<file path="src/design/rtlcg_pkg.sv">
// ----------------------------------------------------------------------------
// rtlcg_pkg
// Shared types and constants of the randomized timeout generator.
// ----------------------------------------------------------------------------
`default_nettype none

package rtlcg_pkg;

	localparam int unsigned MAX_LOG_INTERVAL_DEF = 16;

	localparam logic [31:0] LCG_MUL = 32'd1103515245;
	localparam logic [31:0] LCG_ADD = 32'd12345;

	localparam int unsigned BASE_MS_W = 9;
	localparam logic [BASE_MS_W-1:0] BASE_MS = 9'd400;

	localparam int unsigned DUR_W = 27;
	localparam logic [DUR_W-1:0] DURATION_MAX = 27'h7FFFFFF;

	localparam int unsigned RVAL_W = 21;
	localparam int unsigned DIV_STEPS = 2;
	localparam int unsigned DIV_K_W = 1;
	localparam logic [DIV_K_W-1:0] DIV_K_TOP = 1'(DIV_STEPS - 1);

	// 400 is 25 shifted left by four; the quotient by 25 comes from a
	// reciprocal multiply that is exact for every 17-bit operand.
	localparam int unsigned DIV_PRE_SHIFT = 4;
	localparam int unsigned RECIP_W = 18;
	localparam logic [RECIP_W-1:0] RECIP_25 = 18'd167773;
	localparam int unsigned RECIP_SHIFT = 22;
	localparam int unsigned QUO_W = 13;

	typedef struct packed {
		logic [2:0] slot;
		logic [4:0] log_interval;
	} in_t;

	typedef struct packed {
		logic [2:0]       slot_out;
		logic [DUR_W-1:0] duration_ms;
	} out_t;

	typedef struct packed {
		logic load;
		logic mul;
		logic add_first;
		logic add_second;
		logic div_init;
		logic div_step;
		logic shift;
		logic sum;
	} cmd_t;

	typedef struct packed {
		logic div_last;
	} sts_t;

endpackage

`default_nettype wire

</file>
<file path="src/design/rtlcg_dp.sv">
// ----------------------------------------------------------------------------
// rtlcg_dp
// Datapath: seed register, generator multiply and add, modulo unit, result.
// ----------------------------------------------------------------------------
`default_nettype none

module rtlcg_dp #(
	parameter int unsigned MAX_LOG_INTERVAL = rtlcg_pkg::MAX_LOG_INTERVAL_DEF
) (
	input  wire logic            clk,
	input  wire logic            arst_n,
	input  wire logic            cfg_we,
	input  wire logic [31:0]     cfg_wdata,
	input  wire rtlcg_pkg::in_t  in_data,
	input  wire rtlcg_pkg::cmd_t cmd,
	output rtlcg_pkg::sts_t      sts,
	output rtlcg_pkg::out_t      out_data
);

	localparam int unsigned BASE_W = rtlcg_pkg::BASE_MS_W + MAX_LOG_INTERVAL;
	localparam int unsigned CALC_W = (BASE_W + 2 > rtlcg_pkg::DUR_W) ?
		BASE_W + 2 : rtlcg_pkg::DUR_W;
	localparam int unsigned RV_W = rtlcg_pkg::RVAL_W;
	localparam int unsigned PRE_W = rtlcg_pkg::RVAL_W - rtlcg_pkg::DIV_PRE_SHIFT;
	localparam int unsigned RECIP_PROD_W = PRE_W + rtlcg_pkg::RECIP_W;

	logic [31:0]                       seed_q;
	logic [31:0]                       src_q;
	logic [31:0]                       operand_q;
	logic [31:0]                       prod_q;
	logic [31:0]                       next_seed;
	logic [2:0]                        slot_q;
	logic [4:0]                        lg_q;
	logic [rtlcg_pkg::RVAL_W-1:0]      rval_q;
	logic [rtlcg_pkg::RVAL_W-1:0]      rem_q;
	logic [rtlcg_pkg::DIV_K_W-1:0]     k_q;
	logic [rtlcg_pkg::QUO_W-1:0]       quo_q;
	logic [BASE_W-1:0]                 mod_q;
	logic [rtlcg_pkg::RVAL_W-1:0]      low_mask;
	logic [RECIP_PROD_W-1:0]           recip_prod;
	logic [rtlcg_pkg::RVAL_W-1:0]      quo_mul;
	logic [BASE_W-1:0]                 base;
	logic [CALC_W-1:0]                 dur;
	logic [4:0]                        lg_in;

	assign next_seed  = prod_q + rtlcg_pkg::LCG_ADD;
	assign low_mask   = ~({rtlcg_pkg::RVAL_W{1'b1}} << lg_q);
	assign recip_prod = RECIP_PROD_W'(rem_q[rtlcg_pkg::RVAL_W-1:rtlcg_pkg::DIV_PRE_SHIFT]) *
		RECIP_PROD_W'(rtlcg_pkg::RECIP_25);
	assign quo_mul    = RV_W'(quo_q) * RV_W'(rtlcg_pkg::BASE_MS);
	assign base       = BASE_W'(rtlcg_pkg::BASE_MS) << lg_q;
	assign dur        = (CALC_W'(base) << 1) + CALC_W'(mod_q);
	assign lg_in      = (in_data.log_interval > 5'(MAX_LOG_INTERVAL)) ?
		5'(MAX_LOG_INTERVAL) : in_data.log_interval;
	assign sts.div_last = (k_q == '0);

	always_ff @(posedge clk or negedge arst_n) begin
		if (!arst_n) begin
			seed_q <= '0;
			src_q  <= '0;
		end else begin
			if (cfg_we) begin
				src_q <= cfg_wdata;
			end
			if (cmd.add_first || cmd.add_second) begin
				seed_q <= next_seed;
			end
		end
	end

	always_ff @(posedge clk) begin
		if (cmd.load) begin
			operand_q <= (seed_q == '0) ? src_q : seed_q;
			slot_q    <= in_data.slot;
			lg_q      <= lg_in;
		end
		if (cmd.mul) begin
			prod_q <= operand_q * rtlcg_pkg::LCG_MUL;
		end
		if (cmd.add_first) begin
			operand_q    <= next_seed;
			rval_q[20:10] <= next_seed[26:16];
		end
		if (cmd.add_second) begin
			rval_q[9:0] <= next_seed[25:16];
		end
		if (cmd.div_init) begin
			rem_q <= rval_q >> lg_q;
			k_q   <= rtlcg_pkg::DIV_K_TOP;
		end
		if (cmd.div_step) begin
			if (k_q == '0) begin
				rem_q <= rem_q - quo_mul;
			end else begin
				quo_q <= recip_prod[rtlcg_pkg::RECIP_SHIFT+rtlcg_pkg::QUO_W-1:
					rtlcg_pkg::RECIP_SHIFT];
			end
			k_q <= k_q - 1'b1;
		end
		if (cmd.shift) begin
			mod_q <= (BASE_W'(rem_q[rtlcg_pkg::BASE_MS_W-1:0]) << lg_q) |
				BASE_W'(rval_q & low_mask);
		end
		if (cmd.sum) begin
			out_data.slot_out <= slot_q;
			if (dur > CALC_W'(rtlcg_pkg::DURATION_MAX)) begin
				out_data.duration_ms <= rtlcg_pkg::DURATION_MAX;
			end else begin
				out_data.duration_ms <= dur[rtlcg_pkg::DUR_W-1:0];
			end
		end
	end

endmodule

`default_nettype wire

</file>
<file path="src/design/rtlcg_ctrl.sv">
// ----------------------------------------------------------------------------
// rtlcg_ctrl
// Controller: sequences one transaction through the datapath and owns the
// handshake flags of both channels.
// ----------------------------------------------------------------------------
`default_nettype none

module rtlcg_ctrl (
	input  wire logic            clk,
	input  wire logic            arst_n,
	input  wire logic            in_valid,
	output logic                 in_ready,
	output logic                 out_valid,
	input  wire logic            out_ready,
	input  wire rtlcg_pkg::sts_t sts,
	output rtlcg_pkg::cmd_t      cmd
);

	localparam logic [3:0] S_IDLE  = 4'd0;
	localparam logic [3:0] S_MUL1  = 4'd1;
	localparam logic [3:0] S_ADD1  = 4'd2;
	localparam logic [3:0] S_MUL2  = 4'd3;
	localparam logic [3:0] S_ADD2  = 4'd4;
	localparam logic [3:0] S_DIVI  = 4'd5;
	localparam logic [3:0] S_DIV   = 4'd6;
	localparam logic [3:0] S_SHIFT = 4'd7;
	localparam logic [3:0] S_SUM   = 4'd8;

	logic [3:0] state_q;
	logic [3:0] state_d;
	logic       out_valid_q;
	logic       out_free;

	assign in_ready  = (state_q == S_IDLE);
	assign out_valid = out_valid_q;
	assign out_free  = !out_valid_q || out_ready;

	always_comb begin
		cmd     = '0;
		state_d = state_q;
		unique case (state_q)
			S_IDLE: begin
				if (in_valid) begin
					cmd.load = 1'b1;
					state_d  = S_MUL1;
				end
			end
			S_MUL1: begin
				cmd.mul = 1'b1;
				state_d = S_ADD1;
			end
			S_ADD1: begin
				cmd.add_first = 1'b1;
				state_d       = S_MUL2;
			end
			S_MUL2: begin
				cmd.mul = 1'b1;
				state_d = S_ADD2;
			end
			S_ADD2: begin
				cmd.add_second = 1'b1;
				state_d        = S_DIVI;
			end
			S_DIVI: begin
				cmd.div_init = 1'b1;
				state_d      = S_DIV;
			end
			S_DIV: begin
				cmd.div_step = 1'b1;
				if (sts.div_last) begin
					state_d = S_SHIFT;
				end
			end
			S_SHIFT: begin
				cmd.shift = 1'b1;
				state_d   = S_SUM;
			end
			S_SUM: begin
				if (out_free) begin
					cmd.sum = 1'b1;
					state_d = S_IDLE;
				end
			end
			default: begin
				state_d = S_IDLE;
			end
		endcase
	end

	always_ff @(posedge clk or negedge arst_n) begin
		if (!arst_n) begin
			state_q     <= S_IDLE;
			out_valid_q <= 1'b0;
		end else begin
			state_q <= state_d;
			if (cmd.sum) begin
				out_valid_q <= 1'b1;
			end else if (out_ready) begin
				out_valid_q <= 1'b0;
			end
		end
	end

	a_sum_needs_room: assert property (@(posedge clk) disable iff (!arst_n)
		cmd.sum |-> (!out_valid_q || out_ready))
		else $error("Result written over a transaction not yet taken.");

	a_accept_starts: assert property (@(posedge clk) disable iff (!arst_n)
		(in_valid && in_ready) |=> (state_q == S_MUL1))
		else $error("Accepted transaction did not start the generator.");

	a_div_leaves: assert property (@(posedge clk) disable iff (!arst_n)
		(state_q == S_DIV && sts.div_last) |=> (state_q == S_SHIFT))
		else $error("Modulo unit did not hand over after its last step.");

	a_sum_sets_valid: assert property (@(posedge clk) disable iff (!arst_n)
		cmd.sum |=> out_valid_q)
		else $error("Result written without raising valid.");

endmodule

`default_nettype wire

</file>
<file path="src/design/randomized_timeout_lcg.sv">
// ----------------------------------------------------------------------------
// randomized_timeout_lcg
// Randomized timeout generator: two generator steps, a modulo and a sum.
// ----------------------------------------------------------------------------
//   Channel  Direction  Handshake              Payload
//   in       input      in_valid / in_ready    in_data (slot, log_interval)
//   out      output     out_valid / out_ready  out_data (slot_out, duration_ms)
//   cfg      input      cfg_we                 cfg_wdata (seed source)
//
// A transaction runs from acceptance to its result being written through the
// sequencer states: two multiply and add steps, a reciprocal multiply and
// a subtraction for the remainder by 400, then the shift and the sum. The
// sequencer returns to idle after the write and accepts only there, so no
// new transaction is taken before the last result is written, though one is
// taken while a result waits. A result not yet taken holds the next one in
// its final step. Reset clears the seed, the seed source and all control state.
// ----------------------------------------------------------------------------
`default_nettype none

module randomized_timeout_lcg #(
	parameter int unsigned MAX_LOG_INTERVAL = rtlcg_pkg::MAX_LOG_INTERVAL_DEF
) (
	input  wire logic           clk,
	input  wire logic           arst_n,
	input  wire logic           cfg_we,
	input  wire logic [31:0]    cfg_wdata,
	input  wire logic           in_valid,
	output logic                in_ready,
	input  wire rtlcg_pkg::in_t in_data,
	output logic                out_valid,
	input  wire logic           out_ready,
	output rtlcg_pkg::out_t     out_data
);

	rtlcg_pkg::cmd_t cmd;
	rtlcg_pkg::sts_t sts;

	rtlcg_ctrl u_ctrl (
		.clk       (clk),
		.arst_n    (arst_n),
		.in_valid  (in_valid),
		.in_ready  (in_ready),
		.out_valid (out_valid),
		.out_ready (out_ready),
		.sts       (sts),
		.cmd       (cmd)
	);

	rtlcg_dp #(
		.MAX_LOG_INTERVAL (MAX_LOG_INTERVAL)
	) u_dp (
		.clk       (clk),
		.arst_n    (arst_n),
		.cfg_we    (cfg_we),
		.cfg_wdata (cfg_wdata),
		.in_data   (in_data),
		.cmd       (cmd),
		.sts       (sts),
		.out_data  (out_data)
	);

endmodule

`default_nettype wire
</file>
<file path="config.mk">
export PLATFORM = sky130hd
export DESIGN_NAME = randomized_timeout_lcg
export DESIGN_NICKNAME = d
export VERILOG_FILES = /design/src/design/rtlcg_pkg.sv /design/src/design/rtlcg_dp.sv /design/src/design/rtlcg_ctrl.sv /design/src/design/randomized_timeout_lcg.sv
export SDC_FILE = /design/constraint.sdc
export NUM_CORES = 2
export LEC_CHECK = 0
export BUFFER_PORTS_ARGS = -buffer_cell sky130_fd_sc_hd__buf_2
export CORE_MARGIN = 2
export CORE_UTILIZATION = 50
export CTS_CLUSTER_SIZE = 8
export DETAILED_ROUTE_END_ITERATION = 10
export GPL_TIMING_DRIVEN = 1
export HOLD_SLACK_MARGIN = 0.08
export PLACE_DENSITY_LB_ADDON = 0.12
export REMOVE_ABC_BUFFERS = 1
export SYNTH_ARGS = -nofsm -noshare
export SYNTH_HDL_FRONTEND = slang
export SYNTH_SLANG_ARGS = --single-unit
</file>
<file path="constraint.sdc">
create_clock -name clk -period 13 [get_ports clk]
set_clock_uncertainty 0.2 [all_clocks]
set_input_delay 0 -clock clk [delete_from_list [all_inputs] [get_ports clk]]
set_output_delay 0 -clock clk [all_outputs]
set_load 0.01 [all_outputs]
</file>
==> results by stage <==
Clock tree:
- Clock-pin slew was measured on the worst setup and hold paths at about 0.050 ns.
- TritonCTS built the clock tree.
- The H-tree was split into 2 levels.
- The insertion delay to the later sink of the worst-skew pair is around 0.57 ns.
- The number of hold buffers added after CTS was about 110.
- The number of setup buffers added after CTS is 0.
- The number of clock sinks seen by CTS is roughly 250.
- The buffer depth of the longest clock path is 3.
- Clock tree synthesis inserted a total of 38 buffers.
- The cell sitting at the root of the clock tree is a sky130_fd_sc_hd__clkbuf_16.
- Gates resized during post-CTS repair numbered 0.

Cells and area:
- Compared with the post-synthesis result, the final layout area differs by 12.55%.
- In the layout the commonest cells are sky130_fd_sc_hd__inv_1 (578), sky130_fd_sc_hd__ha_1 (401), sky130_fd_sc_hd__fa_1 (305).
- Leaving out fill and tap cells, the most frequent cell in the layout is sky130_fd_sc_hd__inv_1.
- The number of nets at the end of the flow is roughly 3600.
- In the final layout, the share of cells above drive strength 1 is 7.094%.
- 0 antenna diodes ended up in the layout.

Synthesis:
- The commonest register cell after synthesis is sky130_fd_sc_hd__edfxtp_1.
- The post-synthesis area per instance is a little over 10 um2.
- The synthesized design contains 166 enable-type register cells.
- Synthesis handed over a netlist of 2699 instances.
- The post-synth design cell area is 27420 um2.
- Of all flip-flops after synthesis, the portion carrying an async set or reset was roughly 27%.
- The biggest area contributor in the post-synthesis netlist is sky130_fd_sc_hd__fa_1.
- Summing the sequential cell areas from Yosys gives 25.72% of the chip area.
- The distinct cell type count after synthesis is 76.
- The total of warnings raised by yosys is 0.
- Of the post-synthesis cell area, the dominant cell type holds between 20% and 30%.
- In the post-synthesis netlist, the biggest area contributors are sky130_fd_sc_hd__fa_1 (22%), sky130_fd_sc_hd__ha_1 (18%), sky130_fd_sc_hd__edfxtp_1 (18%), sky130_fd_sc_hd__inv_1 (7.9%), sky130_fd_sc_hd__dfrtp_1 (6.3%).
- Counting flops and latches in the post-synthesis netlist gives between 200 and 300.

STA:
- Setup violations remaining at the end of the flow were counted as 0.
- The final number of max-transition violations was 0.
- The total negative slack is 0 ns.
- The hold violation count in the final report came to 0.
- The actual slew at the worst max-slew pin is between 1 and 1.5 ns.
- The fraction of the cycle the final worst path needs is 58.30%.
- The worst pin sits at a relative slew slack of between 20 and 30%.
- The final critical-path required period is about 7.6 ns.
- The fmax is between 0.1 and 0.15 GHz.
- Setup repair after global routing left no endpoint under its margin.

Critical path:
- The setup slack on the worst flop-to-flop path is between 5 and 6 ns.
- For the worst setup path, the data required time is around 13 ns.
- The worst setup path is captured at a flop.
- The critical path class is flop to flop.
- The nature of the critical path startpoint is a flop.
- The maximum fanout encountered on the critical timing path is 8.
- STA puts the critical path data arrival time at 7.68 ns.
- The worst reg2reg path depth is 22.
- The reg-to-reg startpoint is u_dp.operand_q[7]$_DFFE_PP_.
- The capture point of the worst reg-to-reg path is u_dp.prod_q[30]$_DFFE_PP_.

Detailed routing:
- The count of nets left with antenna violations once routing finished came out at 0.
- The detailed-route wire length is 69620 um.
- In the final routed layout, each cell accounts on average for 19.34 um.
- The pre-antenna-repair detailed-routing pass consisted of 7 iterations.
- The post-detailed-route via-to-cell ratio is ~5.4.
- For this run, design rule violations remaining after detail routing come to 0.
- The first routing iteration left roughly 1500 violations.
- The via count is ~19000.

Placed design:
- The sum of net half-perimeters after detailed placement is 55980 um.
- The count of buffers added on input and output ports is 76.
- The routability-driven placement congestion ratio is between 0.9 and 1.

Die:
- The total area inside the core boundary comes to between 50000 and 60000 um2.
- Measured along the x axis, the die boundary spans roughly 240 um.
- The die is ~240 um tall.
- The floorplan step defined a die boundary enclosing about 57000 um2.
- Row generation in the floorplan step produced 85 rows.
- The starting density of the core is a little over 50%.
- 77 I/O pins were placed.

Worst hold path:
- Along the worst hold path, the cell count comes to 3.
- The hold-critical path endpoint is u_dp.lg_q[3]$_SDFFCE_PN0P_.
- The class of the most critical hold timing path is input port to flop.
- In this run the most critical hold path is launched from in_data[3].

GRT:
- The number of global-route vias before repair came to approximately 20000.
- The number of antenna violations at the first check in global routing came to 0.
- The overall global routing resource usage is approximately 25%.
- Entering global routing, the biggest net connects 79 pins.
- The overall overflow remaining after global route is 0.
- The wire length of the first global-routing pass is around 110000 um.

Job:
- The max capacitance violation total is 0.

Run status:
- The run finished with clean final reports.
layer usage:
metal,vias to the layer above,GRT usage [%],wire [um]
li1,9265,-,-
met1,9597,32.07,29820
met2,372,44.43,35210
met3,99,2.545,2272
met4,0,8.258,2312
met5,-,0,0
state kept, by name, summed over array words and instances (netlist names):
name              count
u_dp.prod_q          32
u_dp.k_q              1
u_dp.seed_q          32
u_dp.mod_q           25
u_dp.src_q           32
u_dp.rem_q           21
u_dp.out_data        30
u_dp.operand_q       32
u_dp.rval_q          21
u_ctrl.state_q        4
u_ctrl.out_valid      1
u_dp.slot_q           3
u_dp.lg_q             5
u_dp.quo_q           13
worst max path at each step:
stage               depth (start not counted)                         from  slack (ns)                        end
floorplan                                  22  u_dp.operand_q[7]$_DFFE_PP_        5.99  u_dp.prod_q[30]$_DFFE_PP_
global placement                           22  u_dp.operand_q[7]$_DFFE_PP_        5.51  u_dp.prod_q[30]$_DFFE_PP_
detailed placement                         22  u_dp.operand_q[7]$_DFFE_PP_        5.43  u_dp.prod_q[30]$_DFFE_PP_
CTS                                        22  u_dp.operand_q[7]$_DFFE_PP_        5.42  u_dp.prod_q[30]$_DFFE_PP_
global route                               22  u_dp.operand_q[7]$_DFFE_PP_        5.13  u_dp.prod_q[30]$_DFFE_PP_
finish                                     22  u_dp.operand_q[7]$_DFFE_PP_        5.42  u_dp.prod_q[30]$_DFFE_PP_
worst max-delay path, stage by stage, from the launching register on:
cell	delay, ns
sky130_fd_sc_hd__edfxtp_1	0.57
sky130_fd_sc_hd__ha_1	0.47
sky130_fd_sc_hd__xor2_1	0.39
sky130_fd_sc_hd__ha_1	0.23
sky130_fd_sc_hd__nor2_1	0.07
sky130_fd_sc_hd__fa_1	0.47
sky130_fd_sc_hd__fa_1	0.55
sky130_fd_sc_hd__inv_1	0.06
sky130_fd_sc_hd__fa_1	0.52
sky130_fd_sc_hd__fa_1	0.44
sky130_fd_sc_hd__fa_1	0.54
sky130_fd_sc_hd__inv_1	0.05
sky130_fd_sc_hd__fa_1	0.53
sky130_fd_sc_hd__inv_1	0.04
sky130_fd_sc_hd__ha_1	0.35
sky130_fd_sc_hd__a211o_1	0.32
sky130_fd_sc_hd__or3_1	0.32
sky130_fd_sc_hd__nor3_2	0.16
sky130_fd_sc_hd__o31ai_1	0.15
sky130_fd_sc_hd__o41a_1	0.37
sky130_fd_sc_hd__a211o_1	0.29
sky130_fd_sc_hd__a21oi_2	0.15
sky130_fd_sc_hd__xnor2_1	0.08
logic make-up after synthesis:
kind of cell | synth area share (%)
muxes | 2.816
and+or+nand+nor | 7.826
DFF | 25.72
buffers and inverters | 8.867
adders and majority gates | 40.57
AOI/OAI and AO/OA | 9.570
xor gates and xnor gates | 4.632
per-stage QoR:
step / hold WS (ns) / area (um2) / util, % / instances / setup WS (ns)
6_report: 0.09843 / 30860 / 57.12 / 3600 / 5.421
5_1_grt: 0.1370 / 30860 / 57.12 / 3600 / 5.129
3_3_place_gp: -0.3751 / 28550 / 52.84 / 3417 / 5.506
3_5_place_dp: -0.3712 / 28550 / 52.84 / 3417 / 5.432
2_1_floorplan: -0.4956 / 27160 / - / 2630 / 5.989
4_1_cts: 0.09003 / 30860 / 57.12 / 3600 / 5.420
Yosys cell counts, types with 18 or more instances:
cell type	instances
sky130_fd_sc_hd__inv_1	578
sky130_fd_sc_hd__ha_1	401
sky130_fd_sc_hd__fa_1	305
sky130_fd_sc_hd__nor2_1	174
sky130_fd_sc_hd__edfxtp_1	166
sky130_fd_sc_hd__a21oi_1	156
sky130_fd_sc_hd__nand2_1	110
sky130_fd_sc_hd__xnor2_1	92
sky130_fd_sc_hd__o21ai_0	77
sky130_fd_sc_hd__dfrtp_1	69
sky130_fd_sc_hd__clkbuf_1	55
sky130_fd_sc_hd__xor2_1	53
sky130_fd_sc_hd__a211oi_1	39
sky130_fd_sc_hd__mux2_2	39
sky130_fd_sc_hd__nand3_1	35
sky130_fd_sc_hd__nor3_1	35
sky130_fd_sc_hd__mux2i_1	22
sky130_fd_sc_hd__nor2b_1	21
sky130_fd_sc_hd__a21o_1	18
cell type report:
| class | instances | area [um2] |
|---|---|---|
| Clock buffer | 65 | 1095 |
| Clock inverter | 4 | 75.07 |
| Fill cell | 4691 | 23170 |
| Inverter | 578 | 2170 |
| Multi-Input combinational cell | 1800 | 17960 |
| Sequential cell | 252 | 7052 |
| Tap cell | 696 | 870.8 |
| Timing Repair Buffer | 205 | 1637 |
Power is not shown: default switching activity piles up to over one toggle a cycle in this logic, so the estimate is an artifact.
